<file path="src/rtl/salru_pkg.sv">
// salru_pkg: shared constants, types and request modes for the LRU tag array
// no dependencies; used by the interfaces, the way logic, the top level, the checker and the bench
package salru_pkg;

    // geometry
    localparam int WAYS_DEF    = 4;
    localparam int SETS        = 64;
    localparam int BLOCK_BYTES = 64;
    localparam int ADDR_BITS   = 32;
    localparam int OFF_W       = $clog2(BLOCK_BYTES);
    localparam int SET_W       = $clog2(SETS);
    localparam int TAG_W       = ADDR_BITS - OFF_W;

    // field widths on the channels
    localparam int MODE_W    = 2;
    localparam int WAY_IDX_W = 2;

    typedef logic [MODE_W-1:0]    mode_t;
    typedef logic [TAG_W-1:0]     tag_t;
    typedef logic [SET_W-1:0]     set_t;
    typedef logic [WAY_IDX_W-1:0] way_idx_t;

    // request modes; the spare code behaves as a lookup
    localparam mode_t MODE_READ   = 2'd0;
    localparam mode_t MODE_LOOKUP = 2'd1;
    localparam mode_t MODE_WRITE  = 2'd2;

    // decision of the way logic for one item
    typedef struct packed {
        logic hit;
        logic lru_we;
        logic tag_we;
    } salru_ctl_t;

endpackage

</file>
<file path="src/rtl/salru_way_logic.sv">
// salru_way_logic: tag compare across the ways of one set and true LRU reorder
// depends on salru_pkg; instantiated by set_assoc_lru_tag_array
module salru_way_logic #(
    parameter int WAYS  = salru_pkg::WAYS_DEF,
    parameter int WAY_W = (WAYS > 1) ? $clog2(WAYS) : 1
) (
    input  salru_pkg::mode_t                 mode,
    input  salru_pkg::tag_t                  tag,
    input  salru_pkg::tag_t [WAYS-1:0]       tag_row,
    input  logic [WAYS-1:0]                  valid_row,
    input  logic [WAYS-1:0][WAY_W-1:0]       order_in,
    output salru_pkg::salru_ctl_t            ctl,
    output logic [WAY_W-1:0]                 way,
    output logic [WAYS-1:0][WAY_W-1:0]       order_out
);
    import salru_pkg::*;

    logic             hit_found;
    logic [WAY_W-1:0] hit_way;
    logic [WAY_W-1:0] victim;
    logic [WAY_W-1:0] touch_way;
    logic             is_write;
    logic             seen;

    // lowest matching valid way wins
    always_comb
    begin
        hit_found = 1'b0;
        hit_way   = '0;
        for (int i = WAYS - 1; i >= 0; i--)
        begin
            if (valid_row[i] && (tag_row[i] == tag))
            begin
                hit_found = 1'b1;
                hit_way   = WAY_W'(i);
            end
        end
    end

    // least recent way sits at the last position
    assign victim    = order_in[WAYS-1];
    assign is_write  = (mode == MODE_WRITE);
    assign touch_way = is_write ? victim : hit_way;

    // move the touched way to the front, entries ahead of it shift back by one
    always_comb
    begin
        order_out[0] = touch_way;
        seen         = (order_in[0] == touch_way);
        for (int q = 1; q < WAYS; q++)
        begin
            order_out[q] = seen ? order_in[q] : order_in[q-1];
            seen         = seen || (order_in[q] == touch_way);
        end
    end

    // result and write enables
    always_comb
    begin
        ctl.hit    = is_write || hit_found;
        ctl.lru_we = is_write || ((mode == MODE_READ) && hit_found);
        ctl.tag_we = is_write;
        if (is_write)
            way = victim;
        else if (hit_found)
            way = hit_way;
        else
            way = '0;
    end

endmodule

</file>
<file path="config.mk">
export PLATFORM = sky130hd
export DESIGN_NAME = salru_way_logic
export DESIGN_NICKNAME = d
export VERILOG_FILES = /design/src/rtl/salru_pkg.sv /design/src/rtl/salru_way_logic.sv
export SDC_FILE = /design/constraint.sdc
export NUM_CORES = 1
export LEC_CHECK = 0
export BUFFER_PORTS_ARGS = -buffer_cell sky130_fd_sc_hd__buf_2
export CORE_UTILIZATION = 43
export DETAILED_ROUTE_END_ITERATION = 10
export PLACE_DENSITY = 0.9
export REMOVE_ABC_BUFFERS = 1
export SYNTH_ARGS = -nofsm -noshare
export SYNTH_HDL_FRONTEND = slang
export SYNTH_SLANG_ARGS = --single-unit
</file>
<file path="constraint.sdc">
create_clock -name vclk -period 4.6
set_clock_uncertainty 0.1 [all_clocks]
set_input_delay 0 -clock vclk [all_inputs]
set_output_delay 0 -clock vclk [all_outputs]
set_load 0.02 [all_outputs]
</file>
==> run_results.csv <==
group,metric,value,unit
status,status,"finished clean",
detailed_routing,routed.top_layer,"met4",
floorplan,die_h,66.3,um
global_route,grt_pass1_wl,8.91,mm
layout,postLayoutCellArea,2490,um2
layout,syn_to_final_growth,40.2,%
layout,layout-drive-gt1-share,51.8,%
floorplan,start_util,44.5,%
synthesis,syn_area_per_cell,8.39,um2
detailed_routing,vias,2078,
timing,drv_slew,0,
pwr,power.total,255,uW
worst_setup_path,worstPathRequired,4.50,ns
synthesis,synth_area,1780,um2
layout,antenna_cells,0,
timing,hold_violations,0,
cts,ctsResizeCount,0,
detailed_routing,firstDrtPassIters,4,
timing,relSlewSlack,66.7,%
layout,clkbuf_count,0,
timing,tns,0,ns
synthesis,synth_fa_ha_area_share,0,%
layout,final_util,62.4,%
placement,port_buffers,157,
layout,register_area,0,um2
pwr,ir_drop,0.0000548,V
synthesis,seq_area_frac_synth,0,%
detailed_routing,wl_per_cell,15.1,um
synthesis,synthCells,212,
timing,max_freq,392,MHz
placement,place_inst,403,
pwr,p_leak,0.00110,uW
worst_setup_path,cp_max_fo,8,
detailed_routing,wirelength,6.07,mm
cts,post_cts_buffers,0,
layout,layout.nets,499,
pwr,powerDensity,102,nW/um2
layout,final_cell_count_no_fill,403,
synthesis,yosys_warnings,0,
timing,setup_viol,0,
hold_path,min_path_cells,3,
detailed_routing,met1_length,2.36,mm
worst_setup_path,crit_arrival,2.45,ns
global_route,antenna_found_initial,0,
placement,hpwlAfterDp,5.52,mm
global_route,grt_pass1_vias,2020,
detailed_routing,routed-wl-met3,500,um
placement,dpl_cell_area,2490,um2
synthesis,synthMuxAreaShare,2.53,%
global_route,overflow,0,
worst_setup_path,cp-end-kind,"output port",
detailed_routing,drtAntennaViolNets,0,
floorplan,core_region_area,4000,um2
job,maxCapViolCount,0,
hold_path,hp-class,"primary input to output port",
detailed_routing,drcViolationCount,0,
floorplan,top_level_ports,157,
layout,flops_and_latches,0,
synthesis,synth-xor-area-share,58.4,%
global_route,grt_max_degree,9,
timing,fin_crit,2.55,ns
timing,period_share,55.5,%
synthesis,synth_top_family_by_area,"XOR/XNOR gates",
detailed_routing,detail_route.vias_per_cell,5.16,
layout,fillCellCount,368,
detailed_routing,drtIter0Drc,49,
worst_setup_path,start_kind,"primary input",
global_route,grt_usage,26.3,%
floorplan,rows,23,
timing,grt_setup_unrepaired,"false",
cts,cts_hold_buf,0,
synthesis,synth_compound_area_share,8.30,%
placement,place_congestion,0.840,
timing,worst_slew_pin_slew,0.500,ns
synthesis,yosysUniqueCellTypes,39,
detailed_routing,met2_length,3.16,mm
worst_setup_path,worst-setup-path-type,"primary input to output port",
floorplan,die_area,4400,um2
floorplan,die_width,66.3,um
synthesis,yosys.area_share.simple,22.4,%
## cell type report
cell class	instances	area [um2]	share of cell area (%)
Multi-Input combinational cell	192	1630	65.4
Timing Repair Buffer	157	786	31.5
Inverter	4	15.0	0.602
Tap cell	50	62.6	2.51
## placed cells by master (no fill, tap or decap), types with 2 or more instances in the layout
cell type  Yosys  routed
xor2_1        14      14
and2_2         2       2
buf_2          6     157
nand4_1       30      30
o21ai_0        5       5
xnor2_1       83      83
and2_1         2       2
nand2_1        2       2
nor4_1         5       5
a2bb2oi_1      2       2
mux2_1         2       2
inv_1          4       4
xnor2_2        9       9
nor2_2         2       2
a21oi_1        2       2
nand3_1        3       3
nor2_1         6       6
mux2_2         2       2
nor3_1         4       4
## stage by stage
stage | setup WS [ns] | hold slack, ns
global route | 1.91 | 0.170
global placement | 2.09 | 0.159
detailed placement | 2.03 | 0.163
finish | 2.05 | 0.164
floorplan | 2.38 | -0.0231
CTS | 2.02 | 0.165
## worst max-delay path, stage by stage
cell and delay (ns):
buf_2 0.19, xnor2_2 0.13, nand4_1 0.11, or4_4 0.56, o211ai_2 0.25, a2bb2oi_4 0.13
xor2_2 0.20, a21oi_4 0.08, or4b_1 0.52, nand4_1 0.10, buf_2 0.17
## cells by family after synthesis
logic type | after synthesis
AOI/OAI and AO/OA | 16
xor gates and xnor gates | 108
buffers and inverters | 20
muxes | 4
and+or+nand+nor | 64
## per-layer routing
metal  GRT usage, %  vias up
met5              0        -
met4           2.93        0
met3           2.41        6
met2           51.8      119
met1           30.8      928
li1               -     1025
## final timing paths
path | start | endpoint | slack, ns
hold / removal | mode[0] | ctl[1] | 0.16
setup / recovery | tag[2] | order_out[6] | 2.05
## where the power goes
group	total, uW	internal, uW	switching [uW]
Clock	0	0	0
Sequential	0	0	0
Combinational	255	132	123
Total	255	132	123
## synth_stat cells, types with 2 or more instances
cell       instances  area [um2]
xnor2_1           83         727
nand4_1           30         188
xor2_1            14         123
xnor2_2            9         146
buf_6              8        90.1
buf_2              6        30.0
nor2_1             6        22.5
nor4_1             5        31.3
o21ai_0            5        25.0
inv_1              4        15.0
nor3_1             4        20.0
nand3_1            3        15.0
a21oi_1            2        10.0
a2bb2oi_1          2        17.5
and2_1             2        12.5
and2_2             2        15.0
mux2_1             2        22.5
mux2_2             2        22.5
nand2_1            2        7.51
nor2_2             2        12.5
No activity file was read; power rests on OpenSTA's default activity.
